`config.mk`:
```
export PLATFORM = sky130hd
export DESIGN_NAME = tank_level_plant_step
export DESIGN_NICKNAME = d
export VERILOG_FILES = /design/src/rtl/core/tlps_pkg.sv /design/src/rtl/core/tank_level_plant_step.sv /design/src/rtl/core/tlps_serial_unit.sv
export SDC_FILE = /design/constraint.sdc
export NUM_CORES = 1
export LEC_CHECK = 0
export BUFFER_PORTS_ARGS = -buffer_cell sky130_fd_sc_hd__buf_2
export CORE_MARGIN = 2
export CORE_UTILIZATION = 30
export DETAILED_ROUTE_END_ITERATION = 8
export PLACE_DENSITY = 0.44
export RECOVER_POWER = 100
export SYNTH_ARGS = -nofsm -noshare
export SYNTH_HDL_FRONTEND = slang
export SYNTH_SLANG_ARGS = --single-unit
export TNS_END_PERCENT = 50
```
`constraint.sdc`:
```
create_clock -name clk -period 9.7 [get_ports clk]
set_input_delay 0.485 -clock clk [delete_from_list [all_inputs] [get_ports clk]]
set_output_delay 0.485 -clock clk [all_outputs]
set_load 0.005 [all_outputs]
```
`src/rtl/core/tlps_pkg.sv`:
```
// Shared types, constants and widths of the tank level plant model.
package tlps_pkg;

  localparam int LEVEL_W    = 24;
  localparam int CFG_W      = 24;
  localparam int CFG_ADDR_W = 3;
  localparam int TICK_W     = 10;
  localparam int CMD_W      = 18;
  localparam int CMDQ_W     = 17;
  localparam int FILL_W     = 17;
  localparam int IN_W       = 48;
  localparam int OUT_W      = 48;

  // 19.64 in Q16
  localparam int K_W = 21;
  localparam logic [K_W-1:0] K_TORRICELLI = 21'd1287127;

  localparam logic [CMDQ_W-1:0] ONE_Q16 = 17'd65536;

  // serial unit widths
  localparam int OPA_W     = 35;
  localparam int MPL_W     = 24;
  localparam int PROD_W    = 49;
  localparam int CNT_W     = 6;
  localparam int DREM_W    = 10;
  localparam int RAD_W     = 46;
  localparam int SQRT_FRAC = 16;
  localparam int ROOT_W    = 23;
  localparam int SREM_W    = 24;
  localparam logic [DREM_W:0] DIVISOR = 11'd1000;

  // steps per operation
  localparam logic [CNT_W-1:0] N_K    = CNT_W'(K_W);
  localparam logic [CNT_W-1:0] N_SQRT = CNT_W'(ROOT_W);
  localparam logic [CNT_W-1:0] N_V    = CNT_W'(ROOT_W);
  localparam logic [CNT_W-1:0] N_TICK = CNT_W'(TICK_W);
  localparam logic [CNT_W-1:0] N_DIV  = CNT_W'(OPA_W);
  localparam logic [CNT_W-1:0] N_CMD  = CNT_W'(CMDQ_W);
  localparam logic [CNT_W-1:0] N_Q24  = CNT_W'(MPL_W);

  // reset values of the configuration registers
  localparam logic [CFG_W-1:0]  RST_HEIGHT     = 24'd65536;
  localparam logic [CFG_W-1:0]  RST_INV_HEIGHT = 24'd65536;
  localparam logic [CFG_W-1:0]  RST_INV_AREA   = 24'd65536;
  localparam logic [CFG_W-1:0]  RST_OUTLET     = 24'd16777;
  localparam logic [CFG_W-1:0]  RST_PUMP       = 24'd167772;
  localparam logic [TICK_W-1:0] RST_TICK       = 10'd10;

  typedef enum logic [CFG_ADDR_W-1:0] {
    CFG_HEIGHT     = 3'd0,
    CFG_INV_HEIGHT = 3'd1,
    CFG_INV_AREA   = 3'd2,
    CFG_OUTLET     = 3'd3,
    CFG_PUMP       = 3'd4,
    CFG_TICK       = 3'd5
  } tlps_cfg_t;

  typedef enum logic [1:0] {
    OP_MUL,
    OP_DIV,
    OP_SQRT
  } tlps_op_t;

  typedef enum logic [3:0] {
    S_IDLE,
    S_XMUL,
    S_SQRT,
    S_OAMUL,
    S_TK1,
    S_DIV1,
    S_PMUL,
    S_TK2,
    S_DIV2,
    S_INC,
    S_FILL,
    S_PUSH
  } tlps_state_t;

  typedef struct packed {
    logic             start;
    tlps_op_t         op;
    logic [OPA_W-1:0] opa;
    logic [MPL_W-1:0] opb;
    logic [CNT_W-1:0] count;
  } tlps_req_t;

  typedef struct packed {
    logic              done;
    logic [PROD_W-1:0] res;
  } tlps_rsp_t;

endpackage

```
`src/rtl/core/tank_level_plant_step.sv`:
```
// Top level of the fixed-point pumped tank plant model.
//
// Input stream (s_*): one beat is either a tick (s_tuser = 0) carrying the
// pump command, or a level load (s_tuser = 1) carrying the new level.
// Output stream (m_*): one beat per input beat with the level after the beat,
// the fill ratio and the overflow / load-rejected flags.
// Config port: cfg_we writes cfg_data into register cfg_addr;
// write only while no beat is in flight.
// One beat is worked on at a time; s_tready is high only when idle.
// A tick runs ten bit-serial operations on one shared unit (x = 19.64*level,
// square root, outlet*v, *tick_ms, /1000, pump*cmd, *tick_ms, /1000,
// *inv_base_area, fill ratio), then the push state loads the output
// register and raises m_tvalid. A load runs only the fill ratio.
// The result sits in an output register, so a new beat is accepted while it
// waits; if the receiver stalls long enough the next result waits in the
// push state and s_tready stays low until the output register frees.
// Reset (rst, synchronous) sets the registers to their defaults, the level
// to zero and empties the output register.
module tank_level_plant_step (
  input  logic                            clk,
  input  logic                            rst,
  input  logic                            s_tvalid,
  output logic                            s_tready,
  input  logic [tlps_pkg::IN_W-1:0]       s_tdata,  // pump_command[17:0], new_level[41:18]
  input  logic                            s_tuser,  // req_type
  output logic                            m_tvalid,
  input  logic                            m_tready,
  output logic [tlps_pkg::OUT_W-1:0]      m_tdata,  // level[23:0], fill_ratio[40:24],
                                                    // overflowed[41], load_rejected[42]
  input  logic                            cfg_we,
  input  logic [tlps_pkg::CFG_ADDR_W-1:0] cfg_addr,
  input  logic [tlps_pkg::CFG_W-1:0]      cfg_data
);

  logic [tlps_pkg::CFG_W-1:0]   tank_height;
  logic [tlps_pkg::CFG_W-1:0]   inv_tank_height;
  logic [tlps_pkg::CFG_W-1:0]   inv_base_area;
  logic [tlps_pkg::CFG_W-1:0]   outlet_area;
  logic [tlps_pkg::CFG_W-1:0]   pump_max_flow;
  logic [tlps_pkg::TICK_W-1:0]  tick_ms;

  tlps_pkg::tlps_state_t        state;
  tlps_pkg::tlps_state_t        state_next;
  logic                         issue;
  logic                         issue_next;

  logic [tlps_pkg::LEVEL_W-1:0] water_level;
  logic [tlps_pkg::LEVEL_W-1:0] lvl_work;
  logic [tlps_pkg::OPA_W-1:0]   arg;
  logic [tlps_pkg::CMDQ_W-1:0]  cmd;
  logic [tlps_pkg::FILL_W-1:0]  fill_val;
  logic                         ovf;
  logic                         rej;

  logic [tlps_pkg::LEVEL_W-1:0] out_level;
  logic [tlps_pkg::FILL_W-1:0]  out_fill;
  logic                         out_ovf;
  logic                         out_rej;

  tlps_pkg::tlps_req_t          req;
  tlps_pkg::tlps_rsp_t          rsp;

  logic                         accept;
  logic [tlps_pkg::CMD_W-1:0]   raw_cmd;
  logic [tlps_pkg::CMDQ_W-1:0]  cmd_clamped;
  logic [tlps_pkg::LEVEL_W-1:0] new_level;
  logic                         load_ok;
  logic [tlps_pkg::LEVEL_W+1:0] inc_sum;
  logic [31:0]                  fill_hi;

  assign s_tready = (state == tlps_pkg::S_IDLE);
  assign accept   = s_tvalid && s_tready;

  assign raw_cmd     = s_tdata[tlps_pkg::CMD_W-1:0];
  assign new_level   = s_tdata[tlps_pkg::CMD_W +: tlps_pkg::LEVEL_W];
  assign cmd_clamped = raw_cmd[tlps_pkg::CMD_W-1] ? '0 :
                       (raw_cmd[tlps_pkg::CMDQ_W-1:0] > tlps_pkg::ONE_Q16) ?
                       tlps_pkg::ONE_Q16 : raw_cmd[tlps_pkg::CMDQ_W-1:0];
  assign load_ok     = (new_level != '0) && (new_level < tank_height);

  // level after drain plus inflow increment (product bits 48:24)
  assign inc_sum = {2'b00, lvl_work} + {1'b0, rsp.res[48:24]};
  assign fill_hi = rsp.res[47:16];

  tlps_serial_unit u_unit (
    .clk (clk),
    .rst (rst),
    .req (req),
    .rsp (rsp)
  );

  always_ff @(posedge clk) begin
    if (rst) begin
      state <= tlps_pkg::S_IDLE;
      issue <= 1'b0;
    end else begin
      state <= state_next;
      issue <= issue_next;
    end
  end

  always_comb begin
    state_next = state;
    req        = '0;
    req.start  = issue;
    req.op     = tlps_pkg::OP_MUL;
    case (state)
      tlps_pkg::S_IDLE: begin
        if (accept) state_next = s_tuser ? tlps_pkg::S_FILL : tlps_pkg::S_XMUL;
      end
      tlps_pkg::S_XMUL: begin
        req.opa   = {{(tlps_pkg::OPA_W-tlps_pkg::LEVEL_W){1'b0}}, water_level};
        req.opb   = {{(tlps_pkg::MPL_W-tlps_pkg::K_W){1'b0}}, tlps_pkg::K_TORRICELLI};
        req.count = tlps_pkg::N_K;
        if (rsp.done) state_next = tlps_pkg::S_SQRT;
      end
      tlps_pkg::S_SQRT: begin
        req.op    = tlps_pkg::OP_SQRT;
        req.opa   = arg;
        req.count = tlps_pkg::N_SQRT;
        if (rsp.done) state_next = tlps_pkg::S_OAMUL;
      end
      tlps_pkg::S_OAMUL: begin
        req.opa   = {{(tlps_pkg::OPA_W-tlps_pkg::CFG_W){1'b0}}, outlet_area};
        req.opb   = arg[tlps_pkg::MPL_W-1:0];
        req.count = tlps_pkg::N_V;
        if (rsp.done) state_next = tlps_pkg::S_TK1;
      end
      tlps_pkg::S_TK1: begin
        req.opa   = arg;
        req.opb   = {{(tlps_pkg::MPL_W-tlps_pkg::TICK_W){1'b0}}, tick_ms};
        req.count = tlps_pkg::N_TICK;
        if (rsp.done) state_next = tlps_pkg::S_DIV1;
      end
      tlps_pkg::S_DIV1: begin
        req.op    = tlps_pkg::OP_DIV;
        req.opa   = arg;
        req.count = tlps_pkg::N_DIV;
        if (rsp.done) state_next = tlps_pkg::S_PMUL;
      end
      tlps_pkg::S_PMUL: begin
        req.opa   = {{(tlps_pkg::OPA_W-tlps_pkg::CFG_W){1'b0}}, pump_max_flow};
        req.opb   = {{(tlps_pkg::MPL_W-tlps_pkg::CMDQ_W){1'b0}}, cmd};
        req.count = tlps_pkg::N_CMD;
        if (rsp.done) state_next = tlps_pkg::S_TK2;
      end
      tlps_pkg::S_TK2: begin
        req.opa   = arg;
        req.opb   = {{(tlps_pkg::MPL_W-tlps_pkg::TICK_W){1'b0}}, tick_ms};
        req.count = tlps_pkg::N_TICK;
        if (rsp.done) state_next = tlps_pkg::S_DIV2;
      end
      tlps_pkg::S_DIV2: begin
        req.op    = tlps_pkg::OP_DIV;
        req.opa   = arg;
        req.count = tlps_pkg::N_DIV;
        if (rsp.done) state_next = tlps_pkg::S_INC;
      end
      tlps_pkg::S_INC: begin
        req.opa   = arg;
        req.opb   = inv_base_area;
        req.count = tlps_pkg::N_Q24;
        if (rsp.done) state_next = tlps_pkg::S_FILL;
      end
      tlps_pkg::S_FILL: begin
        req.opa   = {{(tlps_pkg::OPA_W-tlps_pkg::LEVEL_W){1'b0}}, water_level};
        req.opb   = inv_tank_height;
        req.count = tlps_pkg::N_Q24;
        if (rsp.done) state_next = tlps_pkg::S_PUSH;
      end
      tlps_pkg::S_PUSH: begin
        if (!m_tvalid || m_tready) state_next = tlps_pkg::S_IDLE;
      end
      default: state_next = tlps_pkg::S_IDLE;
    endcase
    // kick the unit in the first cycle of every arithmetic state
    issue_next = (state_next != state) && (state_next != tlps_pkg::S_IDLE) &&
                 (state_next != tlps_pkg::S_PUSH);
  end

  // configuration, level state and output beat
  always_ff @(posedge clk) begin
    if (rst) begin
      tank_height     <= tlps_pkg::RST_HEIGHT;
      inv_tank_height <= tlps_pkg::RST_INV_HEIGHT;
      inv_base_area   <= tlps_pkg::RST_INV_AREA;
      outlet_area     <= tlps_pkg::RST_OUTLET;
      pump_max_flow   <= tlps_pkg::RST_PUMP;
      tick_ms         <= tlps_pkg::RST_TICK;
      water_level     <= '0;
      m_tvalid        <= 1'b0;
    end else begin
      if (cfg_we) begin
        case (cfg_addr)
          tlps_pkg::CFG_HEIGHT:     tank_height     <= cfg_data;
          tlps_pkg::CFG_INV_HEIGHT: inv_tank_height <= cfg_data;
          tlps_pkg::CFG_INV_AREA:   inv_base_area   <= cfg_data;
          tlps_pkg::CFG_OUTLET:     outlet_area     <= cfg_data;
          tlps_pkg::CFG_PUMP:       pump_max_flow   <= cfg_data;
          tlps_pkg::CFG_TICK:       tick_ms         <= cfg_data[tlps_pkg::TICK_W-1:0];
          default: begin
          end
        endcase
      end

      if (accept && s_tuser && load_ok) water_level <= new_level;

      // ceiling is the height, which always fits the level width
      if (state == tlps_pkg::S_INC && rsp.done) begin
        if (inc_sum > {2'b00, tank_height}) water_level <= tank_height;
        else                                water_level <= inc_sum[tlps_pkg::LEVEL_W-1:0];
      end

      if (state == tlps_pkg::S_PUSH && (!m_tvalid || m_tready)) m_tvalid <= 1'b1;
      else if (m_tready)                                        m_tvalid <= 1'b0;
    end
  end

  // working registers
  always_ff @(posedge clk) begin
    if (accept) begin
      cmd <= cmd_clamped;
      ovf <= 1'b0;
      rej <= s_tuser && !load_ok;
    end
    if (rsp.done) begin
      case (state)
        tlps_pkg::S_XMUL:  arg <= {6'd0, rsp.res[44:16]};   // x = level*19.64
        tlps_pkg::S_SQRT:  arg <= rsp.res[tlps_pkg::OPA_W-1:0];
        tlps_pkg::S_OAMUL: arg <= {2'd0, rsp.res[46:14]};
        // floor(floor(p/1000)/1024) == floor(floor(p/1024)/1000)
        tlps_pkg::S_TK1:   arg <= {2'd0, rsp.res[42:10]};
        tlps_pkg::S_DIV1: begin
          if (rsp.res[tlps_pkg::OPA_W-1:0] >
              {{(tlps_pkg::OPA_W-tlps_pkg::LEVEL_W){1'b0}}, water_level})
            lvl_work <= '0;
          else
            lvl_work <= water_level - rsp.res[tlps_pkg::LEVEL_W-1:0];
        end
        tlps_pkg::S_PMUL:  arg <= {10'd0, rsp.res[40:16]};
        tlps_pkg::S_TK2:   arg <= rsp.res[tlps_pkg::OPA_W-1:0];
        tlps_pkg::S_DIV2:  arg <= rsp.res[tlps_pkg::OPA_W-1:0];
        tlps_pkg::S_INC:   ovf <= inc_sum > {2'b00, tank_height};
        tlps_pkg::S_FILL: begin
          if (fill_hi > {15'd0, tlps_pkg::ONE_Q16}) fill_val <= tlps_pkg::ONE_Q16;
          else                                      fill_val <= fill_hi[tlps_pkg::FILL_W-1:0];
        end
        default: begin
        end
      endcase
    end
    if (state == tlps_pkg::S_PUSH && (!m_tvalid || m_tready)) begin
      out_level <= water_level;
      out_fill  <= fill_val;
      out_ovf   <= ovf;
      out_rej   <= rej;
    end
  end

  assign m_tdata = {5'd0, out_rej, out_ovf, out_fill, out_level};

`ifndef NO_ASSERTIONS
  a_accept_leaves_idle: assert property (@(posedge clk) disable iff (rst)
    (s_tvalid && s_tready) |=> state != tlps_pkg::S_IDLE)
    else $error("accepted beat did not start work");

  a_done_in_op: assert property (@(posedge clk) disable iff (rst)
    rsp.done |-> (state != tlps_pkg::S_IDLE && state != tlps_pkg::S_PUSH))
    else $error("serial unit finished outside an arithmetic state");

  a_out_from_push: assert property (@(posedge clk) disable iff (rst)
    $rose(m_tvalid) |-> $past(state) == tlps_pkg::S_PUSH)
    else $error("output beat raised outside the push state");

  a_level_ceiling: assert property (@(posedge clk) disable iff (rst)
    ($past(state) == tlps_pkg::S_INC && $past(rsp.done)) |-> water_level <= tank_height)
    else $error("tick left the level above the tank height");
`endif

endmodule

```
`src/rtl/core/tlps_serial_unit.sv`:
```
// Bit-serial arithmetic unit: shift-add multiply, divide by 1000, square root.
module tlps_serial_unit (
  input  logic                clk,
  input  logic                rst,
  input  tlps_pkg::tlps_req_t req,
  output tlps_pkg::tlps_rsp_t rsp
);

  logic                           busy;
  logic                           done;
  logic [tlps_pkg::CNT_W-1:0]     cnt;
  tlps_pkg::tlps_op_t             op;

  logic [tlps_pkg::PROD_W-1:0]    acc;
  logic [tlps_pkg::PROD_W-1:0]    mcand;
  logic [tlps_pkg::MPL_W-1:0]     mpl;

  logic [tlps_pkg::OPA_W-1:0]     dq;
  logic [tlps_pkg::DREM_W-1:0]    drem;

  logic [tlps_pkg::RAD_W-1:0]     rad;
  logic [tlps_pkg::SREM_W-1:0]    srem;
  logic [tlps_pkg::ROOT_W-1:0]    root;

  logic [tlps_pkg::DREM_W:0]      dtrial;
  logic [tlps_pkg::DREM_W:0]      dsub;
  logic                           dge;
  logic [tlps_pkg::SREM_W+1:0]    srem_sh;
  logic [tlps_pkg::SREM_W+1:0]    strial;
  logic [tlps_pkg::SREM_W+1:0]    ssub;
  logic                           sge;
  logic [tlps_pkg::PROD_W-1:0]    res;

  // restoring divide step: remainder pulls in the next dividend bit
  assign dtrial = {drem, dq[tlps_pkg::OPA_W-1]};
  assign dge    = dtrial >= tlps_pkg::DIVISOR;
  assign dsub   = dtrial - tlps_pkg::DIVISOR;

  // restoring square root step, one radicand bit pair per cycle
  assign srem_sh = {srem, rad[tlps_pkg::RAD_W-1 -: 2]};
  assign strial  = {1'b0, root, 2'b01};
  assign sge     = srem_sh >= strial;
  assign ssub    = srem_sh - strial;

  always_ff @(posedge clk) begin
    if (rst) begin
      busy <= 1'b0;
      done <= 1'b0;
      cnt  <= '0;
    end else begin
      done <= 1'b0;
      if (req.start) begin
        busy <= 1'b1;
        cnt  <= req.count;
      end else if (busy) begin
        cnt <= cnt - 1'b1;
        if (cnt == {{(tlps_pkg::CNT_W-1){1'b0}}, 1'b1}) begin
          busy <= 1'b0;
          done <= 1'b1;
        end
      end
    end
  end

  always_ff @(posedge clk) begin
    if (req.start) begin
      op    <= req.op;
      acc   <= '0;
      mcand <= {{(tlps_pkg::PROD_W-tlps_pkg::OPA_W){1'b0}}, req.opa};
      mpl   <= req.opb;
      dq    <= req.opa;
      drem  <= '0;
      rad   <= {req.opa[tlps_pkg::RAD_W-tlps_pkg::SQRT_FRAC-1:0],
                {tlps_pkg::SQRT_FRAC{1'b0}}};
      srem  <= '0;
      root  <= '0;
    end else if (busy) begin
      case (op)
        tlps_pkg::OP_MUL: begin
          acc   <= acc + (mpl[0] ? mcand : '0);
          mcand <= {mcand[tlps_pkg::PROD_W-2:0], 1'b0};
          mpl   <= {1'b0, mpl[tlps_pkg::MPL_W-1:1]};
        end
        tlps_pkg::OP_DIV: begin
          drem <= dge ? dsub[tlps_pkg::DREM_W-1:0] : dtrial[tlps_pkg::DREM_W-1:0];
          dq   <= {dq[tlps_pkg::OPA_W-2:0], dge};
        end
        tlps_pkg::OP_SQRT: begin
          rad  <= {rad[tlps_pkg::RAD_W-3:0], 2'b00};
          srem <= sge ? ssub[tlps_pkg::SREM_W-1:0] : srem_sh[tlps_pkg::SREM_W-1:0];
          root <= {root[tlps_pkg::ROOT_W-2:0], sge};
        end
        default: begin
        end
      endcase
    end
  end

  always_comb begin
    case (op)
      tlps_pkg::OP_MUL:  res = acc;
      tlps_pkg::OP_DIV:  res = {{(tlps_pkg::PROD_W-tlps_pkg::OPA_W){1'b0}}, dq};
      tlps_pkg::OP_SQRT: res = {{(tlps_pkg::PROD_W-tlps_pkg::ROOT_W){1'b0}}, root};
      default:           res = '0;
    endcase
  end

  assign rsp.done = done;
  assign rsp.res  = res;

`ifndef NO_ASSERTIONS
  a_start_idle: assert property (@(posedge clk) disable iff (rst)
    req.start |-> !busy)
    else $error("serial unit started while busy");

  a_cnt_live: assert property (@(posedge clk) disable iff (rst)
    busy |-> cnt != '0)
    else $error("serial unit busy with zero step count");

  a_done_after_busy: assert property (@(posedge clk) disable iff (rst)
    done |-> $past(busy) && !busy)
    else $error("serial unit done without a finished run");
`endif

endmodule

```
==> qor.csv <==
stage,metric,value,unit
yosys,"Avg Cell Area, Syn",8.70,µm²
route,via count,27000,
pwr,switching portion of total power,39.6,%
timing,Max Slew Vio Count,701,
grt,number of global-route vias before repair,25800,
critical_path,CP Data Required Time,9.82,ns
pwr,PwrDens,284,mW/mm²
yosys,post-synthesis register bit count,552,
route,Routed Antenna Nets,0,
route,Starting DRT DRC Count,2464,
critical_path,worst reg2reg path startpoint,u_unit.op[0],
placed_design,dpl hpwl,86800,µm
cts,total CTS buffers,70,
yosys,xor/xnor share of the synthesized area,3.09,%
yosys,main combinational cell family by area after synthesis,compound AO/OA/AOI/OAI gates,
pwr,combinational power share,40.7,%
cts,CTS tree,done,
timing,setup_tns,0,ns
yosys,Mapped Cells,3618,
flow_run,maxcap violations,17,
pwr,Lkg Pwr,13.8,nW
critical_path,CP Capture Type,flip-flop,
timing,number of failing hold endpoints at the final stage,0,
yosys,Simple-Gate Fraction of Synth Area,17.5,%
die,die height,328,µm
die,die width,328,µm
pwr,Clock power frac,26.8,%
pwr,VDD IR max,0.139,mV
cts,post-CTS setup repair buffer count,0,
yosys,Post-synth EDFFs,263,
yosys,mapped cell area,0.0315,mm²
cts,# resized after CTS,0,
timing,RSZ-0062 raised after global routing,no,
finish,"most common cell after layout, fill and taps aside",nand2_1,
timing,Tcrit/Tclk final,84.0,%
die,Starting Density,30.3,%
route,drt wl/cell,23.1,µm
critical_path,R2R depth,7,
cts,H-tree levels,3,
grt,total grt overflow,0,
die,I/O pins,131,
yosys,"Seq/Total Area, Yosys",43.5,%
timing,post-route minimum period,8.15,ns
cts,"Clk pin slew, worst setup/hold paths",0.06,ns
finish,Layout area overhead,13.2,%
route,Vias per Instance,5.29,
worst_hold_path,Hold Path Sink,cmd[0],
pwr,total power,10.1,mW
timing,worst-margin pin slew,4.18,ns
yosys,ys flop type,dfxtp_1,
die,die area,0.108,mm²
pwr,Switching Power,4.02,mW
route,DRT Wirelength,118000,µm
yosys,Synth cell types,101,
die,core footprint,0.104,mm²
outcome,failing checks,"capacitance limit, slew limit",
grt,first-pass GRT wire length,176000,µm
grt,initial antenna violation count,4,
critical_path,CP Launch Type,flip-flop,
critical_path,critical path class,flip-flop to flip-flop,
critical_path,crit path DAT,8.27,ns
finish,Fillers,10900,
critical_path,CP max FO,59,
grt,largest net degree at the start of global routing,141,
timing,fmax,123,MHz
outcome,outcome,"complete, but fails checks",
timing,final setup fails,0,
yosys,post-synthesis adder-cell area fraction,7.90,%
route,first drt pass iteration count,8,
grt,global-route usage over all layers,21.7,%
yosys,"FFs w/ async S/R, synth",0,%
yosys,synth warn,0,
placed_design,Port Buffers,119,
timing,Max transition margin,-179,%
yosys,Synth Area in Compound Gates,20.4,%
cts,maximum clock path buffer count,3,
critical_path,worst reg2reg endpoint,u_unit.mpl[10],
cts,cell at the root of the clock tree,clkbuf_16,
timing,Worst Skew,0.0363,ns
finish,fraction of layout cells with a size suffix above 1,7.76,%
finish,"commonest non-fill, non-tap cells in the layout","579 x nand2_1, 332 x a21oi_1, 289 x dfxtp_1",
worst_hold_path,hold-critical path depth,2,
worst_hold_path,Hold/Removal Path Class,input pin to flip-flop,
critical_path,r2r setup slk,1.55,ns
worst_hold_path,HP Start,s_tdata[0],
cts,"Clk Latency, worst-skew pair",0.64,ns
placed_design,Final Wtd Congestion,0.946,
cts,TritonCTS Sinks,552,
cts,CTS Hold Buffers Added,0,
pwr,Pint,6.12,mW
die,row count,118,
pwr,share of power burned in registers,32.5,%
route,drt drc,0,
finish,nets@finish,3948,
yosys,mux contribution to synthesized area,1.49,%
-- metal layers --
metal | vias up | part of all wire (%) | track usage [%]
met4 | 2 | 3.1 | 6.75
li1 | 12900 | - | -
met3 | 170 | 5.2 | 2.48
met5 | - | 0.013 | 0
met2 | 838 | 45 | 33.8
met1 | 13100 | 47 | 31.1
-- cells in the mapped netlist (45+ instances only) --
library cell | instances | share of area (%)
o21ai_0 | 233 | 3.7
a21oi_1 | 329 | 5.2
dfxtp_1 | 289 | 18
xnor2_1 | 66 | 1.8
a21o_1 | 87 | 2.1
ha_1 | 194 | 7.7
xor2_1 | 45 | 1.3
nand3_1 | 71 | 1.1
inv_1 | 274 | 3.3
edfxtp_1 | 263 | 25
and2_1 | 81 | 1.6
clkbuf_1 | 168 | 2.0
nand2_1 | 579 | 6.9
nor3_1 | 52 | 0.83
nor2_1 | 252 | 3.0
-- kinds of logic (layout without fill, tap and decap cells) --
group,count (synthesis),after routing
compound gates,1005,1005
xor+xnor,111,111
fa+ha+maj,197,197
buf+inv,478,582
flops,552,552
mux,46,46
other cells,1,6
simple gates,1228,1228
-- power groups by stage --
stage	Clock (mW)	Sequential, mW	Combinational (mW)
after floorplan	0	3.18	2.99
after global placement	0	3.33	4.14
after detailed placement	0	3.33	4.12
after CTS	2.78	3.28	4.14
after global routing	2.87	3.34	4.57
final	2.72	3.30	4.12
-- worst max-delay path by stage --
| stage | end | cells past startpoint | slack [ns] | from |
|---|---|---|---|---|
| global placement | water_level[2] | 22 | 2.50 | u_unit.op[0] |
| global route | u_unit.mpl[5] | 7 | 0.94 | u_unit.op[0] |
| finish | u_unit.mpl[10] | 7 | 1.55 | u_unit.op[0] |
| detailed placement | water_level[2] | 22 | 2.48 | u_unit.op[0] |
| CTS | water_level[2] | 22 | 2.46 | u_unit.op[0] |
| floorplan | water_level[2] | 25 | 4.61 | u_unit.op[0] |
-- per-stage QoR --
stage                     setup WS (ns)  utilization [%]  cells  area [µm²]  hold slack, ns
after floorplan                    4.61                -   3622       31500           0.400
after global placement             2.50             32.3   4978       33500           0.403
after detailed placement           2.48             32.3   4978       33500           0.405
after CTS                          2.46             34.5   5106       35900           0.132
after global routing              0.944             34.3   5106       35600           0.154
final                              1.55             34.3   5107       35600           0.159
-- registers in the layout, summed over array words and instances (netlist names), 6 cells and up --
name,count
u_unit.acc,49
outlet_area,24
u_unit.dq,35
tank_height,24
u_unit.srem,24
arg,35
out_fill,17
water_level,24
u_unit.rad,30
pump_max_flow,24
tick_ms,10
out_level,24
cmd,17
inv_base_area,24
u_unit.mcand,49
u_unit.cnt,6
u_unit.root,23
inv_tank_height,24
u_unit.drem,10
u_unit.mpl,24
fill_val,17
lvl_work,24
-- worst max-delay path: stages, from the launching register on --
cell	delay, ns
edfxtp_1	0.73
clkbuf_1	0.42
nor2_1	0.75
and2_2	0.26
clkbuf_1	2.16
nor2_1	0.17
clkinv_1	0.12
clkbuf_1	2.86
-- cell type report --
cell class                 count  area [µm²]  share of cell area [%]
timing repair buffer         180         956                    2.68
sequential                   552       13700                    38.4
tap                         1380        1730                    4.85
inverter                     274        1030                    2.89
clock buffer                  93        1890                    5.30
multi-input combinational   2592       15900                    44.6
antenna                        1        2.50                 0.00702
clock inverter                35         463                    1.30
No activity file was read; power rests on OpenSTA's default activity.
